$ cat src/rtl/sd_spi_host_sequencer_defines.svh
// Assertion macros for the SD SPI host sequencer
`ifndef SD_SPI_HOST_SEQUENCER_DEFINES_SVH
`define SD_SPI_HOST_SEQUENCER_DEFINES_SVH
`ifndef SYNTHESIS
`define SSHS_ASSERT(label, clk, rst_n, prop, msg) \
	label: assert property (@(posedge clk) disable iff (!rst_n) prop) else $error(msg);
`define SSHS_ASSERT_NR(label, clk, prop, msg) \
	label: assert property (@(posedge clk) prop) else $error(msg);
`else
`define SSHS_ASSERT(label, clk, rst_n, prop, msg)
`define SSHS_ASSERT_NR(label, clk, prop, msg)
`endif
`endif

$ cat src/rtl/sdspi_pkg.sv
`timescale 1ns / 1ps
// ----------------------------------------------------------------------------
// sdspi_pkg
// Shared constants and types of the SD SPI host sequencer.
// ----------------------------------------------------------------------------
package sdspi_pkg;
	localparam int RESET_ATTEMPTS = 11;
	localparam int READY_ATTEMPTS = 5;
	localparam int FLUSH_BYTES    = 10;

	localparam logic [1:0] OP_BYTE  = 2'd0;
	localparam logic [1:0] OP_INIT  = 2'd1;
	localparam logic [1:0] OP_READ  = 2'd2;
	localparam logic [1:0] OP_TICK  = 2'd3;

	localparam logic [1:0] CFG_BLOCK_SIZE = 2'd0;
	localparam logic [1:0] CFG_TOKEN_POLL = 2'd1;
	localparam logic [1:0] CFG_RESP_POLL  = 2'd2;
	localparam logic [1:0] CFG_RETRY_DLY  = 2'd3;

	localparam logic [3:0] PH_IDLE  = 4'd0;
	localparam logic [3:0] PH_FLUSH = 4'd1;
	localparam logic [3:0] PH_PRE   = 4'd2;
	localparam logic [3:0] PH_SEL   = 4'd3;
	localparam logic [3:0] PH_CMD   = 4'd4;
	localparam logic [3:0] PH_ARG   = 4'd5;
	localparam logic [3:0] PH_CRC   = 4'd6;
	localparam logic [3:0] PH_STUFF = 4'd7;
	localparam logic [3:0] PH_POLL  = 4'd8;
	localparam logic [3:0] PH_TRAIL = 4'd9;
	localparam logic [3:0] PH_DELAY = 4'd10;
	localparam logic [3:0] PH_TOKEN = 4'd11;
	localparam logic [3:0] PH_DATA  = 4'd12;
	localparam logic [3:0] PH_DCRC  = 4'd13;

	localparam logic [2:0] NX_CMD0   = 3'd0;
	localparam logic [2:0] NX_CMD8   = 3'd1;
	localparam logic [2:0] NX_CMD58  = 3'd2;
	localparam logic [2:0] NX_READY  = 3'd3;
	localparam logic [2:0] NX_FINISH = 3'd4;

	localparam logic [1:0] ST_OK      = 2'd0;
	localparam logic [1:0] ST_NO_RESP = 2'd1;
	localparam logic [1:0] ST_ERROR   = 2'd2;

	typedef struct packed {
		logic [12:0] block_size;
		logic [15:0] token_poll_limit;
		logic [7:0]  response_poll_limit;
		logic [15:0] retry_delay_ticks;
	} cfg_t;

	typedef struct packed {
		logic [3:0]  phase;
		logic [15:0] byte_count;
		logic [3:0]  attempt_count;
		logic [15:0] delay_count;
		logic [5:0]  command_code;
		logic [31:0] command_argument;
		logic [7:0]  command_crc;
		logic [7:0]  last_r1;
		logic        card_v2;
		logic        select_level;
		logic        fast_mode;
		logic [2:0]  flush_next;
		logic [1:0]  pending_status;
	} state_t;

	typedef struct packed {
		logic [7:0] send_byte;
		logic       send_valid;
		logic       chip_select_n;
		logic       fast_clock;
		logic [7:0] data_byte;
		logic       data_valid;
		logic       data_last;
		logic       done_res;
		logic [1:0] status;
		logic       card_v2;
		logic [7:0] r1_response;
	} result_t;
endpackage

$ cat src/rtl/sdspi_cfg_regs.sv
`timescale 1ns / 1ps
// ----------------------------------------------------------------------------
// sdspi_cfg_regs
// Configuration register file of the SD SPI host sequencer.
// ----------------------------------------------------------------------------
module sdspi_cfg_regs (
	input  logic               clk,
	input  logic               arst_n,
	input  logic               cfg_valid,
	output logic               cfg_ready,
	input  logic [1:0]         cfg_index,
	input  logic [15:0]        cfg_data,
	output sdspi_pkg::cfg_t    cfg
);
	sdspi_pkg::cfg_t cfg_q;

	assign cfg_ready = 1'b1;
	assign cfg       = cfg_q;

	always_ff @(posedge clk or negedge arst_n) begin
		if (!arst_n) begin
			cfg_q.block_size          <= 13'd512;
			cfg_q.token_poll_limit    <= 16'd15063;
			cfg_q.response_poll_limit <= 8'd48;
			cfg_q.retry_delay_ticks   <= 16'd10;
		end else if (cfg_valid) begin
			unique case (cfg_index)
				sdspi_pkg::CFG_BLOCK_SIZE: cfg_q.block_size <= cfg_data[12:0];
				sdspi_pkg::CFG_TOKEN_POLL: cfg_q.token_poll_limit <= cfg_data;
				sdspi_pkg::CFG_RESP_POLL:  cfg_q.response_poll_limit <= cfg_data[7:0];
				sdspi_pkg::CFG_RETRY_DLY:  cfg_q.retry_delay_ticks <= cfg_data;
				default: ;
			endcase
		end
	end
endmodule

$ cat src/rtl/sdspi_step.sv
`timescale 1ns / 1ps
// ----------------------------------------------------------------------------
// sdspi_step
// Next-state and result logic for one sequencer step.
// ----------------------------------------------------------------------------
module sdspi_step #(
	parameter int RESET_ATTEMPTS = sdspi_pkg::RESET_ATTEMPTS,
	parameter int READY_ATTEMPTS = sdspi_pkg::READY_ATTEMPTS,
	parameter int FLUSH_BYTES    = sdspi_pkg::FLUSH_BYTES
) (
	input  sdspi_pkg::cfg_t    cfg,
	input  sdspi_pkg::state_t  cur,
	input  logic [1:0]         opcode,
	input  logic [7:0]         miso_byte,
	input  logic [31:0]        block_address,
	output sdspi_pkg::state_t  nxt,
	output sdspi_pkg::result_t res
);
	localparam logic [3:0]  RESET_ATT = 4'(RESET_ATTEMPTS);
	localparam logic [3:0]  READY_ATT = 4'(READY_ATTEMPTS);
	localparam logic [15:0] FLUSH_N   = 16'(FLUSH_BYTES);
	localparam logic [15:0] FLUSH_2N  = 16'(2 * FLUSH_BYTES);

	sdspi_pkg::state_t s;
	logic        handled;
	logic        done;
	logic [1:0]  st;
	logic        dvalid;
	logic        dlast;
	logic [7:0]  dbyte;
	logic        after_cmd;
	logic [7:0]  r1_in;
	logic        after_dly;
	logic [15:0] bc_inc;
	logic [15:0] dc_inc;
	logic        pend;
	logic [1:0]  arg_sel;

	always_comb begin
		s         = cur;
		handled   = 1'b0;
		done      = 1'b0;
		st        = sdspi_pkg::ST_OK;
		dvalid    = 1'b0;
		dlast     = 1'b0;
		dbyte     = 8'd0;
		after_cmd = 1'b0;
		r1_in     = 8'hFF;
		after_dly = 1'b0;
		bc_inc    = cur.byte_count + 16'd1;
		dc_inc    = cur.delay_count + 16'd1;

		unique case (opcode)
			sdspi_pkg::OP_INIT: begin
				if (cur.phase == sdspi_pkg::PH_IDLE) begin
					handled          = 1'b1;
					s.fast_mode      = 1'b0;
					s.select_level   = 1'b1;
					s.phase          = sdspi_pkg::PH_FLUSH;
					s.byte_count     = '0;
					s.flush_next     = sdspi_pkg::NX_CMD0;
					s.pending_status = sdspi_pkg::ST_OK;
				end
			end
			sdspi_pkg::OP_READ: begin
				if (cur.phase == sdspi_pkg::PH_IDLE) begin
					handled            = 1'b1;
					s.command_code     = 6'd17;
					s.command_argument = block_address;
					s.command_crc      = 8'h00;
					s.phase            = sdspi_pkg::PH_PRE;
					s.byte_count       = '0;
				end
			end
			sdspi_pkg::OP_TICK: begin
				if (cur.phase == sdspi_pkg::PH_DELAY) begin
					handled       = 1'b1;
					s.delay_count = dc_inc;
					if (dc_inc >= cfg.retry_delay_ticks) after_dly = 1'b1;
				end
			end
			default: begin
				if (cur.phase != sdspi_pkg::PH_IDLE && cur.phase != sdspi_pkg::PH_DELAY) begin
					handled = 1'b1;
					unique case (cur.phase)
						sdspi_pkg::PH_FLUSH: begin
							s.byte_count = bc_inc;
							if (bc_inc >= ((cur.flush_next == sdspi_pkg::NX_CMD8) ?
									FLUSH_2N : FLUSH_N)) begin
								unique case (cur.flush_next)
									sdspi_pkg::NX_CMD0: begin
										s.attempt_count = '0;
										s.command_code = 6'd0;
										s.command_argument = '0;
										s.command_crc = 8'h94;
										s.phase = sdspi_pkg::PH_PRE;
										s.byte_count = '0;
									end
									sdspi_pkg::NX_CMD8: begin
										s.command_code = 6'd8;
										s.command_argument = 32'h1AA;
										s.command_crc = 8'h86;
										s.phase = sdspi_pkg::PH_PRE;
										s.byte_count = '0;
									end
									sdspi_pkg::NX_CMD58: begin
										s.command_code = 6'd58;
										s.command_argument = '0;
										s.command_crc = 8'h00;
										s.phase = sdspi_pkg::PH_PRE;
										s.byte_count = '0;
									end
									sdspi_pkg::NX_READY: begin
										if (cur.last_r1 == 8'h00) begin
											s.fast_mode = 1'b1;
											s.phase = sdspi_pkg::PH_IDLE;
											done = 1'b1;
											st = sdspi_pkg::ST_OK;
										end else begin
											s.attempt_count = cur.attempt_count + 4'd1;
											if (cfg.retry_delay_ticks == 16'd0) begin
												after_dly = 1'b1;
											end else begin
												s.phase = sdspi_pkg::PH_DELAY;
												s.delay_count = '0;
											end
										end
									end
									default: begin
										s.phase = sdspi_pkg::PH_IDLE;
										done = 1'b1;
										st = cur.pending_status;
									end
								endcase
							end
						end
						sdspi_pkg::PH_PRE: begin
							s.select_level = 1'b0;
							s.phase = sdspi_pkg::PH_SEL;
							s.byte_count = '0;
						end
						sdspi_pkg::PH_SEL: begin
							s.byte_count = bc_inc;
							if (bc_inc >= 16'd4) s.phase = sdspi_pkg::PH_CMD;
						end
						sdspi_pkg::PH_CMD: begin
							s.phase = sdspi_pkg::PH_ARG;
							s.byte_count = '0;
						end
						sdspi_pkg::PH_ARG: begin
							s.byte_count = bc_inc;
							if (bc_inc >= 16'd4) s.phase = sdspi_pkg::PH_CRC;
						end
						sdspi_pkg::PH_CRC, sdspi_pkg::PH_STUFF: begin
							if (cur.phase == sdspi_pkg::PH_CRC && cur.command_code == 6'd12) begin
								s.phase = sdspi_pkg::PH_STUFF;
							end else begin
								s.byte_count = '0;
								if (cfg.response_poll_limit == 8'd0) after_cmd = 1'b1;
								else s.phase = sdspi_pkg::PH_POLL;
							end
						end
						sdspi_pkg::PH_POLL: begin
							if (miso_byte != 8'hFF) begin
								after_cmd = 1'b1;
								r1_in = miso_byte;
							end else begin
								s.byte_count = bc_inc;
								if (bc_inc >= {8'd0, cfg.response_poll_limit}) after_cmd = 1'b1;
							end
						end
						sdspi_pkg::PH_TRAIL: begin
							s.byte_count = bc_inc;
							if (bc_inc >= 16'd4) begin
								if (cur.command_code == 6'd8) begin
									s.select_level = 1'b1;
									s.phase = sdspi_pkg::PH_FLUSH;
									s.byte_count = '0;
									s.flush_next = sdspi_pkg::NX_CMD58;
									s.pending_status = sdspi_pkg::ST_OK;
								end else begin
									s.attempt_count = '0;
									s.command_code = 6'd55;
									s.command_argument = '0;
									s.command_crc = 8'h65;
									s.phase = sdspi_pkg::PH_PRE;
									s.byte_count = '0;
								end
							end
						end
						sdspi_pkg::PH_TOKEN: begin
							if (miso_byte != 8'hFF) begin
								if (miso_byte == 8'hFE) begin
									s.byte_count = '0;
									s.phase = (cfg.block_size == 13'd0) ?
										sdspi_pkg::PH_DCRC : sdspi_pkg::PH_DATA;
								end else begin
									s.select_level = 1'b1;
									s.phase = sdspi_pkg::PH_FLUSH;
									s.byte_count = '0;
									s.flush_next = sdspi_pkg::NX_FINISH;
									s.pending_status = sdspi_pkg::ST_NO_RESP;
								end
							end else begin
								s.byte_count = bc_inc;
								if (bc_inc >= cfg.token_poll_limit) begin
									s.select_level = 1'b1;
									s.phase = sdspi_pkg::PH_FLUSH;
									s.byte_count = '0;
									s.flush_next = sdspi_pkg::NX_FINISH;
									s.pending_status = sdspi_pkg::ST_NO_RESP;
								end
							end
						end
						sdspi_pkg::PH_DATA: begin
							dvalid = 1'b1;
							dbyte = miso_byte;
							s.byte_count = bc_inc;
							if (bc_inc >= {3'd0, cfg.block_size}) begin
								dlast = 1'b1;
								s.phase = sdspi_pkg::PH_DCRC;
								s.byte_count = '0;
							end
						end
						sdspi_pkg::PH_DCRC: begin
							s.byte_count = bc_inc;
							if (bc_inc >= 16'd2) begin
								s.select_level = 1'b1;
								s.phase = sdspi_pkg::PH_FLUSH;
								s.byte_count = '0;
								s.flush_next = sdspi_pkg::NX_FINISH;
								s.pending_status = sdspi_pkg::ST_OK;
							end
						end
						default: ;
					endcase
				end
			end
		endcase

		if (after_cmd) begin
			s.last_r1 = r1_in;
			priority case (cur.command_code)
				6'd0: begin
					if (r1_in == 8'h01) begin
						s.select_level = 1'b1;
						s.phase = sdspi_pkg::PH_FLUSH;
						s.byte_count = '0;
						s.flush_next = sdspi_pkg::NX_CMD8;
						s.pending_status = sdspi_pkg::ST_OK;
					end else begin
						s.attempt_count = cur.attempt_count + 4'd1;
						if (s.attempt_count >= RESET_ATT) begin
							s.select_level = 1'b1;
							s.phase = sdspi_pkg::PH_FLUSH;
							s.byte_count = '0;
							s.flush_next = sdspi_pkg::NX_FINISH;
							s.pending_status = sdspi_pkg::ST_ERROR;
						end else begin
							s.command_code = 6'd0;
							s.command_argument = '0;
							s.command_crc = 8'h94;
							s.phase = sdspi_pkg::PH_PRE;
							s.byte_count = '0;
						end
					end
				end
				6'd8: begin
					if (r1_in == 8'h01) begin
						s.card_v2 = 1'b1;
						s.phase = sdspi_pkg::PH_TRAIL;
						s.byte_count = '0;
					end else begin
						if (r1_in == 8'h04) s.card_v2 = 1'b0;
						s.select_level = 1'b1;
						s.phase = sdspi_pkg::PH_FLUSH;
						s.byte_count = '0;
						s.flush_next = (r1_in == 8'h04) ? sdspi_pkg::NX_CMD58 :
							sdspi_pkg::NX_FINISH;
						s.pending_status = (r1_in == 8'h04) ? sdspi_pkg::ST_OK :
							sdspi_pkg::ST_ERROR;
					end
				end
				6'd58: begin
					s.phase = sdspi_pkg::PH_TRAIL;
					s.byte_count = '0;
				end
				6'd55: begin
					if (r1_in > 8'h01) begin
						s.phase = sdspi_pkg::PH_IDLE;
						done = 1'b1;
						st = sdspi_pkg::ST_ERROR;
					end else begin
						s.command_code = 6'd41;
						s.command_argument = 32'h4000_0000;
						s.command_crc = 8'h00;
						s.phase = sdspi_pkg::PH_PRE;
						s.byte_count = '0;
					end
				end
				6'd41: begin
					s.select_level = 1'b1;
					s.phase = sdspi_pkg::PH_FLUSH;
					s.byte_count = '0;
					s.flush_next = sdspi_pkg::NX_READY;
					s.pending_status = sdspi_pkg::ST_OK;
				end
				6'd17: begin
					s.select_level = (r1_in == 8'hFF) ? 1'b1 : s.select_level;
					s.byte_count = '0;
					if (r1_in == 8'hFF || cfg.token_poll_limit == 16'd0) begin
						s.select_level = 1'b1;
						s.phase = sdspi_pkg::PH_FLUSH;
						s.flush_next = sdspi_pkg::NX_FINISH;
						s.pending_status = (r1_in == 8'hFF) ? sdspi_pkg::ST_ERROR :
							sdspi_pkg::ST_NO_RESP;
					end else begin
						s.phase = sdspi_pkg::PH_TOKEN;
					end
				end
				default: begin
					s.select_level = 1'b1;
					s.phase = sdspi_pkg::PH_FLUSH;
					s.byte_count = '0;
					s.flush_next = sdspi_pkg::NX_FINISH;
					s.pending_status = sdspi_pkg::ST_OK;
				end
			endcase
		end

		if (after_dly) begin
			if (s.attempt_count >= READY_ATT) begin
				s.phase = sdspi_pkg::PH_IDLE;
				done = 1'b1;
				st = sdspi_pkg::ST_ERROR;
			end else begin
				s.command_code = 6'd55;
				s.command_argument = '0;
				s.command_crc = 8'h65;
				s.phase = sdspi_pkg::PH_PRE;
				s.byte_count = '0;
			end
		end

		nxt = s;
		pend = handled && s.phase != sdspi_pkg::PH_IDLE && s.phase != sdspi_pkg::PH_DELAY;
		arg_sel = 2'd3 - s.byte_count[1:0];

		res.send_valid = pend;
		if (!pend) res.send_byte = 8'd0;
		else if (s.phase == sdspi_pkg::PH_CMD) res.send_byte = {2'b01, s.command_code};
		else if (s.phase == sdspi_pkg::PH_ARG)
			res.send_byte = s.command_argument[{arg_sel, 3'b000} +: 8];
		else if (s.phase == sdspi_pkg::PH_CRC) res.send_byte = s.command_crc | 8'h01;
		else res.send_byte = 8'hFF;
		res.chip_select_n = s.select_level;
		res.fast_clock    = s.fast_mode;
		res.data_byte     = dbyte;
		res.data_valid    = dvalid;
		res.data_last     = dlast;
		res.done_res      = done;
		res.status        = st;
		res.card_v2       = s.card_v2;
		res.r1_response   = s.last_r1;
	end
endmodule

$ cat src/rtl/sd_spi_host_sequencer.sv
`timescale 1ns / 1ps
// ----------------------------------------------------------------------------
// sd_spi_host_sequencer
// SD card SPI-mode host sequencer: init and single block read, one byte a beat.
// ----------------------------------------------------------------------------
// Every input beat produces exactly one result beat. When a beat is taken,
// the step logic updates the state and loads the result register (or the
// skid stage) in the same edge, so one beat per clock is sustained while the result side
// keeps up; the result register and its skid stage absorb a one-beat stall.
// Configuration writes are accepted at any time and must be made while idle.
`include "sd_spi_host_sequencer_defines.svh"
module sd_spi_host_sequencer #(
	parameter int RESET_ATTEMPTS = sdspi_pkg::RESET_ATTEMPTS,
	parameter int READY_ATTEMPTS = sdspi_pkg::READY_ATTEMPTS,
	parameter int FLUSH_BYTES    = sdspi_pkg::FLUSH_BYTES
) (
	input  logic        clk,
	input  logic        arst_n,
	input  logic        cfg_valid,
	output logic        cfg_ready,
	input  logic [1:0]  cfg_index,
	input  logic [15:0] cfg_data,
	input  logic        in_valid,
	output logic        in_ready,
	input  logic [1:0]  opcode,
	input  logic [7:0]  miso_byte,
	input  logic [31:0] block_address,
	output logic        out_valid,
	input  logic        out_ready,
	output logic [7:0]  send_byte,
	output logic        send_valid,
	output logic        chip_select_n,
	output logic        fast_clock,
	output logic [7:0]  data_byte,
	output logic        data_valid,
	output logic        data_last,
	output logic        done_res,
	output logic [1:0]  status,
	output logic        card_v2,
	output logic [7:0]  r1_response
);
	sdspi_pkg::cfg_t    cfg;
	sdspi_pkg::state_t  state_q;
	sdspi_pkg::state_t  state_nxt;
	sdspi_pkg::result_t res_nxt;
	sdspi_pkg::result_t out_q;
	sdspi_pkg::result_t skid_q;
	logic               out_valid_q;
	logic               skid_valid_q;
	logic               in_fire;
	logic               out_fire;

	sdspi_cfg_regs u_cfg (
		.clk       (clk),
		.arst_n    (arst_n),
		.cfg_valid (cfg_valid),
		.cfg_ready (cfg_ready),
		.cfg_index (cfg_index),
		.cfg_data  (cfg_data),
		.cfg       (cfg)
	);

	sdspi_step #(
		.RESET_ATTEMPTS (RESET_ATTEMPTS),
		.READY_ATTEMPTS (READY_ATTEMPTS),
		.FLUSH_BYTES    (FLUSH_BYTES)
	) u_step (
		.cfg           (cfg),
		.cur           (state_q),
		.opcode        (opcode),
		.miso_byte     (miso_byte),
		.block_address (block_address),
		.nxt           (state_nxt),
		.res           (res_nxt)
	);

	assign in_ready = !skid_valid_q;
	assign in_fire  = in_valid && in_ready;
	assign out_fire = out_valid_q && out_ready;

	always_ff @(posedge clk or negedge arst_n) begin
		if (!arst_n) begin
			state_q.phase          <= sdspi_pkg::PH_IDLE;
			state_q.byte_count     <= '0;
			state_q.attempt_count  <= '0;
			state_q.delay_count    <= '0;
			state_q.command_code   <= '0;
			state_q.command_argument <= '0;
			state_q.command_crc    <= '0;
			state_q.last_r1        <= 8'hFF;
			state_q.card_v2        <= 1'b0;
			state_q.select_level   <= 1'b1;
			state_q.fast_mode      <= 1'b0;
			state_q.flush_next     <= sdspi_pkg::NX_CMD0;
			state_q.pending_status <= sdspi_pkg::ST_OK;
			out_valid_q            <= 1'b0;
			skid_valid_q           <= 1'b0;
		end else begin
			if (in_fire) state_q <= state_nxt;
			if (out_fire || !out_valid_q) begin
				out_valid_q  <= skid_valid_q || in_fire;
				skid_valid_q <= 1'b0;
			end else if (in_fire) begin
				skid_valid_q <= 1'b1;
			end
		end
	end

	always_ff @(posedge clk) begin
		if (out_fire || !out_valid_q) begin
			out_q <= skid_valid_q ? skid_q : res_nxt;
		end
		if (in_fire && out_valid_q && !out_ready) skid_q <= res_nxt;
	end

	assign out_valid     = out_valid_q;
	assign send_byte     = out_q.send_byte;
	assign send_valid    = out_q.send_valid;
	assign chip_select_n = out_q.chip_select_n;
	assign fast_clock    = out_q.fast_clock;
	assign data_byte     = out_q.data_byte;
	assign data_valid    = out_q.data_valid;
	assign data_last     = out_q.data_last;
	assign done_res      = out_q.done_res;
	assign status        = out_q.status;
	assign card_v2       = out_q.card_v2;
	assign r1_response   = out_q.r1_response;

	`SSHS_ASSERT(a_skid_only_when_stalled, clk, arst_n, skid_valid_q |-> out_valid_q, "skid full without output")
	`SSHS_ASSERT(a_no_accept_when_full, clk, arst_n, skid_valid_q |-> !in_ready, "accepted with skid full")
	`SSHS_ASSERT(a_state_holds_idle_in, clk, arst_n, !in_fire |=> $stable(state_q), "state moved without a beat")
	`SSHS_ASSERT(a_last_with_data, clk, arst_n, (out_valid_q && out_q.data_last) |-> out_q.data_valid, "last without data")
endmodule
$ cat config.mk
export PLATFORM = sky130hd
export DESIGN_NAME = sd_spi_host_sequencer
export DESIGN_NICKNAME = d
export VERILOG_FILES = /design/src/rtl/sdspi_pkg.sv /design/src/rtl/sdspi_cfg_regs.sv /design/src/rtl/sdspi_step.sv /design/src/rtl/sd_spi_host_sequencer.sv
export VERILOG_INCLUDE_DIRS = /design/src /design/src/rtl
export SDC_FILE = /design/constraint.sdc
export NUM_CORES = 1
export LEC_CHECK = 0
export ABC_CLOCK_PERIOD_IN_PS = 5280
export BUFFER_PORTS_ARGS = -buffer_cell sky130_fd_sc_hd__buf_2
export CAP_MARGIN = 15
export CORE_ASPECT_RATIO = 0.75
export CORE_MARGIN = 2
export CORE_UTILIZATION = 60
export CTS_BUF_LIST = sky130_fd_sc_hd__clkbuf_4 sky130_fd_sc_hd__clkbuf_8
export DETAILED_ROUTE_END_ITERATION = 10
export GPL_TIMING_DRIVEN = 0
export PLACE_DENSITY_LB_ADDON = 0.15
export SYNTH_ARGS = -nofsm -noshare
export SYNTH_HDL_FRONTEND = slang
export SYNTH_HIERARCHICAL = 1
export SYNTH_SLANG_ARGS = --single-unit
$ cat constraint.sdc
create_clock -name clk -period 5.28 [get_ports clk]
set_input_delay 1.056 -clock clk [delete_from_list [all_inputs] [get_ports clk]]
set_output_delay 1.056 -clock clk [all_outputs]
set_load 0.01 [all_outputs]
==> impl_metrics.tcl, run 1 <==
set metrics [dict create \
    finalWeightedCongestion 1.00 \
    arrival_ns 5.50 \
    layout_commonest_cell "nor2_1" \
    grt_max_degree 97 \
    gr-total-overflow 0 \
    peakVddDrop_v 0.000280 \
    pwr-share-comb 0.403 \
    grt_pass1_wl_um 74300 \
    synth.cell_area_um2 15600 \
    crit_type "reg -> reg" \
    cts.sinks 222 \
    dpl.cell_count 1981 \
    drive_gt1_frac 0.314 \
    vias 13416 \
    mostFrequentLayoutCells "nor2_1, dfrtp_1, mux2_2" \
    clk_latency_ns 0.57 \
    num_rows 51 \
    setup_viol 0 \
    power_frac_clock 0.232 \
    critPathMaxStageDelay_ns 0.62 \
    fin_util 0.689 \
    timing.slew.headroom 0.195 \
    p_leak_nw 8.06 \
    slowest_stage "xor2_1" \
    r2r_start "state_q[83]" \
    clkTransAtPathRegs_ns 0.07 \
    grt_pass1_vias 12646 \
    syn_nets 1664 \
    avgSynthCellArea_um2 10.1 \
    switching_share 0.385 \
    core_area_um2 25700 \
    htree_levels 2 \
    power_mw 6.62 \
    drc 0 \
    outcome "finished, final reports clean" \
    cts_hold_buf 0 \
    ios 101 \
    synthCells 1536 \
    fillCellCount 1985 \
    fin_cells 2066 \
    max_freq_ghz 0.192 \
    crit_path_start_kind "flop" \
    fin_crit_ns 5.20 \
    p_per_area_nw_per_um2 374 \
    portBuffers 99 \
    skew_ns 0.0428 \
    drv_cap 0 \
    cp_cell_sequence "ha_1 -> buf_4 -> xor2_1 -> ha_1 -> o21a_1 -> nor2_1 -> o311a_1 -> buf_4 -> buf_4 -> a41oi_4 -> nand3_1 -> a31o_2 -> a221o_2 -> o21ai_2 -> clkbuf_4 -> o221a_1 -> a311oi_2 -> mux2_2" \
    numCtsBuffers 37 \
    ant_nets 0 \
    crit_path_end_kind "flop" \
    wirelength_um 49000 \
    firstDrtPassIters 5 \
    grt.met2_usage 0.504 \
    drt_iter0_drc 1505 \
    hp-class "in -> async" \
    start_util 0.605 \
    met3_usage 0.0926 \
    num_antenna_cells 0 \
    p_switching_mw 2.55 \
    grtUsageMet1 0.540 \
    clockBufferDepth 3 \
    path_max_fanout 10 \
    crit_start "state_q[83]" \
    grt.total_usage 0.357 \
    intPower_mw 4.07 \
    report.final.slew_viol_count 0 \
    hold_viol 0 \
    antenna_found_initial 0 \
    die_w_um 190 \
    worst_pin_slew_ns 1.19 \
    post-dp-hpwl_um 36200 \
    p_seq_frac 0.366 \
    whs_ns 0.429 \
    die_area_um2 27300 \
    path_common_cell "buf_4" \
    routedWlPerCell_um 23.7 \
    die_height_um 144 \
    finalSetupTns_ns 0 \
    critPathRequiredTime_ns 5.58 \
    top_usage_layer "met1" \
    ys_warn_count 6 \
    nNetsFinal 1824 \
    fin_crit_sh 0.986 \
    cts_root_buf "clkbuf_8" \
    syn2layout_area_growth_pct 13.8 \
    viasPerCell 6.49 \
    cts_tree "done" \
    rsz0062_at_grt "true" \
]
## layout make-up
cell class | instances | area, um^2 | area share
Buffer | 101 | 682 | 0.0385
Clock buffer | 50 | 644 | 0.0364
Clock inverter | 15 | 76.3 | 0.00431
Inverter | 73 | 274 | 0.0155
Multi-Input combinational cell | 1139 | 8970 | 0.506
Sequential cell | 222 | 5920 | 0.334
Tap cell | 344 | 430 | 0.0243
Timing Repair Buffer | 122 | 727 | 0.0410
## state kept, by name (all words and copies together) (netlist names), 2 cells and up
register     count
data_byte        8
status           2
skid_q          33
r1_response      8
state_q        101
send_byte        8
u_cfg/cfg       53
## critical path: cells and delay by family (launching register included)
kind | cells | cell delay [ns]
fa+ha+maj | 2 | 0.50
mux | 1 | 0.29
xor+xnor | 1 | 0.62
flops | 1 | 0.45
compound gates | 8 | 2.12
simple gates | 2 | 0.18
buf+inv | 4 | 0.78
## path summary, 6_finish.rpt
check	endpoint	slack (ns)	cells past startpoint
max	send_byte[1]	0.08	18
min	u_cfg/cfg[18]	0.43	1
max reg2reg	send_byte[1]	0.08	18
min reg2reg	state_q[90]	0.50	1
max in group asynchronous	state_q[13]	3.95	2
min in group clk	state_q[90]	0.50	1
## metrics by stage
step	area, um^2	worst slack [ns]
CTS	17400	0.0121
floorplan	15600	0.566
global route	17700	-0.0175
finish	17700	0.0763
global placement	16500	-1.10
detailed placement	16600	-0.880
## repair_timing
item | CTS | global route
endpoints found under the hold margin | 0 | 0
setup endpoints to repair | 75 | 41
gates resized for setup | 21 | 41
buffers inserted | 10 | 11
pin swaps | 7 | 11
## power by group through the flow
stage                     combinational (mW)  sequential (mW)  clock, mW
after floorplan                         1.72             2.38          0
after global placement                  2.38             2.43          0
after detailed placement                2.42             2.45          0
after CTS                               2.51             2.41       1.56
after global routing                    2.86             2.46       1.63
final                                   2.67             2.42       1.53
## layer usage
layer	share of wire	vias to the layer above
li1	-	6054
met1	0.46	6545
met2	0.41	730
met3	0.11	87
met4	0.022	0
met5	0	-
Note: power is estimated with default switching activity, not from simulation.
==> run 2, diff against run 1 <==
--- a/config.mk
+++ b/config.mk
@@ -10,7 +10,6 @@
 export BUFFER_PORTS_ARGS = -buffer_cell sky130_fd_sc_hd__buf_2
 export CAP_MARGIN = 15
 export CORE_ASPECT_RATIO = 0.75
-export CORE_MARGIN = 2
 export CORE_UTILIZATION = 60
 export CTS_BUF_LIST = sky130_fd_sc_hd__clkbuf_4 sky130_fd_sc_hd__clkbuf_8
 export DETAILED_ROUTE_END_ITERATION = 10
==> impl_metrics.tcl, run 2 (same netlist as run 1, synthesis figures left out) <==
set metrics [dict create \
    nNetsFinal 1823 \
    grt_pass1_wl_um 74800 \
    num_antenna_cells 0 \
    clockBufferDepth 3 \
    ant_nets 0 \
    crit_path_end_kind "flop" \
    portBuffers 99 \
    grt.total_usage 0.367 \
    layout_commonest_cell "nor2_1" \
    peakVddDrop_v 0.000296 \
    die_height_um 142 \
    drive_gt1_frac 0.311 \
    drv_cap 0 \
    die_w_um 188 \
    mostFrequentLayoutCells "nor2_1, dfrtp_1, mux2_2" \
    grt_max_degree 102 \
    antenna_found_initial 0 \
    fin_crit_sh 0.999 \
    placed_cell_area_um2 16500 \
    whs_ns 0.401 \
    drc 0 \
    fin_crit_ns 5.28 \
    firstDrtPassIters 6 \
    p_per_area_nw_per_um2 375 \
    post-dp-hpwl_um 36600 \
    worst_slack_ns 0.00337 \
    cts_tree "done" \
    fin_util 0.701 \
    routedWlPerCell_um 23.8 \
    skew_ns 0.0247 \
    hold_viol 0 \
    die_area_um2 26600 \
    htree_levels 2 \
    power_mw 6.64 \
    drt_iter0_drc 1512 \
    critPathRequiredTime_ns 5.71 \
    arrival_ns 5.71 \
    ios 101 \
    hp-class "in -> async" \
    wirelength_um 49000 \
    vias 13531 \
    grt_pass1_vias 12821 \
    start_util 0.618 \
    worst_pin_slew_ns 1.13 \
    cts.sinks 222 \
    outcome "finished, final reports clean" \
    crit_path_start_kind "flop" \
    fillCellCount 1934 \
    cts_root_buf "clkbuf_8" \
    rsz0062_at_grt "true" \
    pre_cts_slack_ns -0.852 \
    finalWeightedCongestion 0.995 \
    viasPerCell 6.57 \
    cts_hold_buf 0 \
    gr-total-overflow 0 \
    largest_reg_flops 101 \
    path_max_fanout 9 \
    final_area_um2 17700 \
    numCtsBuffers 36 \
    core_area_um2 25200 \
    setup_viol 0 \
    max_freq_ghz 0.190 \
    clk_latency_ns 0.57 \
    report.final.slew_viol_count 0 \
    timing.slew.headroom 0.237 \
    num_rows 50 \
    largest_register "state_q" \
    clkTransAtPathRegs_ns 0.06 \
    crit_type "reg -> reg" \
    p_leak_nw 8.08 \
    syn2layout_area_growth_pct 13.6 \
]
run 2: cell types whose count changed in the layout (fill, tap and decap cells not counted), sizes merged:
cell	change
buf	-2
clkinv	-3
bufinv	+1
inv	+1
clkinvlp	-3
clkbuf	+5
run 2: timing repair:
action | 4_1_cts | 5_1_grt
hold endpoints to repair | 0 | 0
resized for setup | 28 | 29
setup buffers | 10 | 10
pin swaps | 7 | 8
setup endpoints to repair | 70 | 17
run 2: area by class of cell:
class	count	area, um^2	area share
clock buffers	53	654	0.0370
clock inverters	11	75.1	0.00425
inverters	73	274	0.0155
repair buffers	121	691	0.0391
well taps	338	423	0.0239
flip-flops and latches	222	5920	0.335
multi-input cells	1139	8960	0.507
plain buffers	102	684	0.0387
run 2: layer usage:
layer / wire length [um] / global-route usage / vias up
li1: - / - / 6057
met2: 19700 / 0.503 / 777
met3: 5810 / 0.116 / 88
met4: 1030 / 0.0980 / 0
met1: 22500 / 0.550 / 6609
met5: 0 / 0 / -
run 2: final timing paths:
path,startpoint,endpoint,slack (ns),depth (start not counted)
setup / recovery,state_q[83],send_byte[4],0.003,16
hold / removal,arst_n,u_cfg/cfg[17],0.40,1
setup reg to reg,state_q[83],send_byte[4],0.003,16
hold reg to reg,state_q[87],state_q[87],0.51,1
max in group asynchronous,arst_n,state_q[14],4.01,2
min in group clk,state_q[87],state_q[87],0.51,1
run 2: per-stage QoR:
step                      setup TNS (ns)  std cells
after floorplan                        0       1536
after global placement            -45.33       1973
after detailed placement          -22.17       1975
after CTS                              0       2049
after global routing              -0.461       2059
final                                  0       2059
run 2: worst max-delay path, stage by stage, from the launching register on:
cell and delay, ns:
dfrtp_2 0.44, ha_1 0.18, clkbuf_4 0.17, xor2_1 0.57, ha_1 0.30, o21a_1 0.14, nor2_1 0.05, o311a_1 0.44
a41oi_1 0.51, o21bai_1 0.17, a221oi_2 0.32, a221o_2 0.26, nand2b_2 0.30, buf_2 0.34, o211ai_1 0.28, a311oi_2 0.42
mux2_2 0.22
run 2: power by group:
part / switching (mW) / total, mW / internal [mW]
Clock: 0.714 / 1.56 / 0.844
Sequential: 0.264 / 2.42 / 2.15
Combinational: 1.55 / 2.66 / 1.11
Total: 2.53 / 6.64 / 4.11
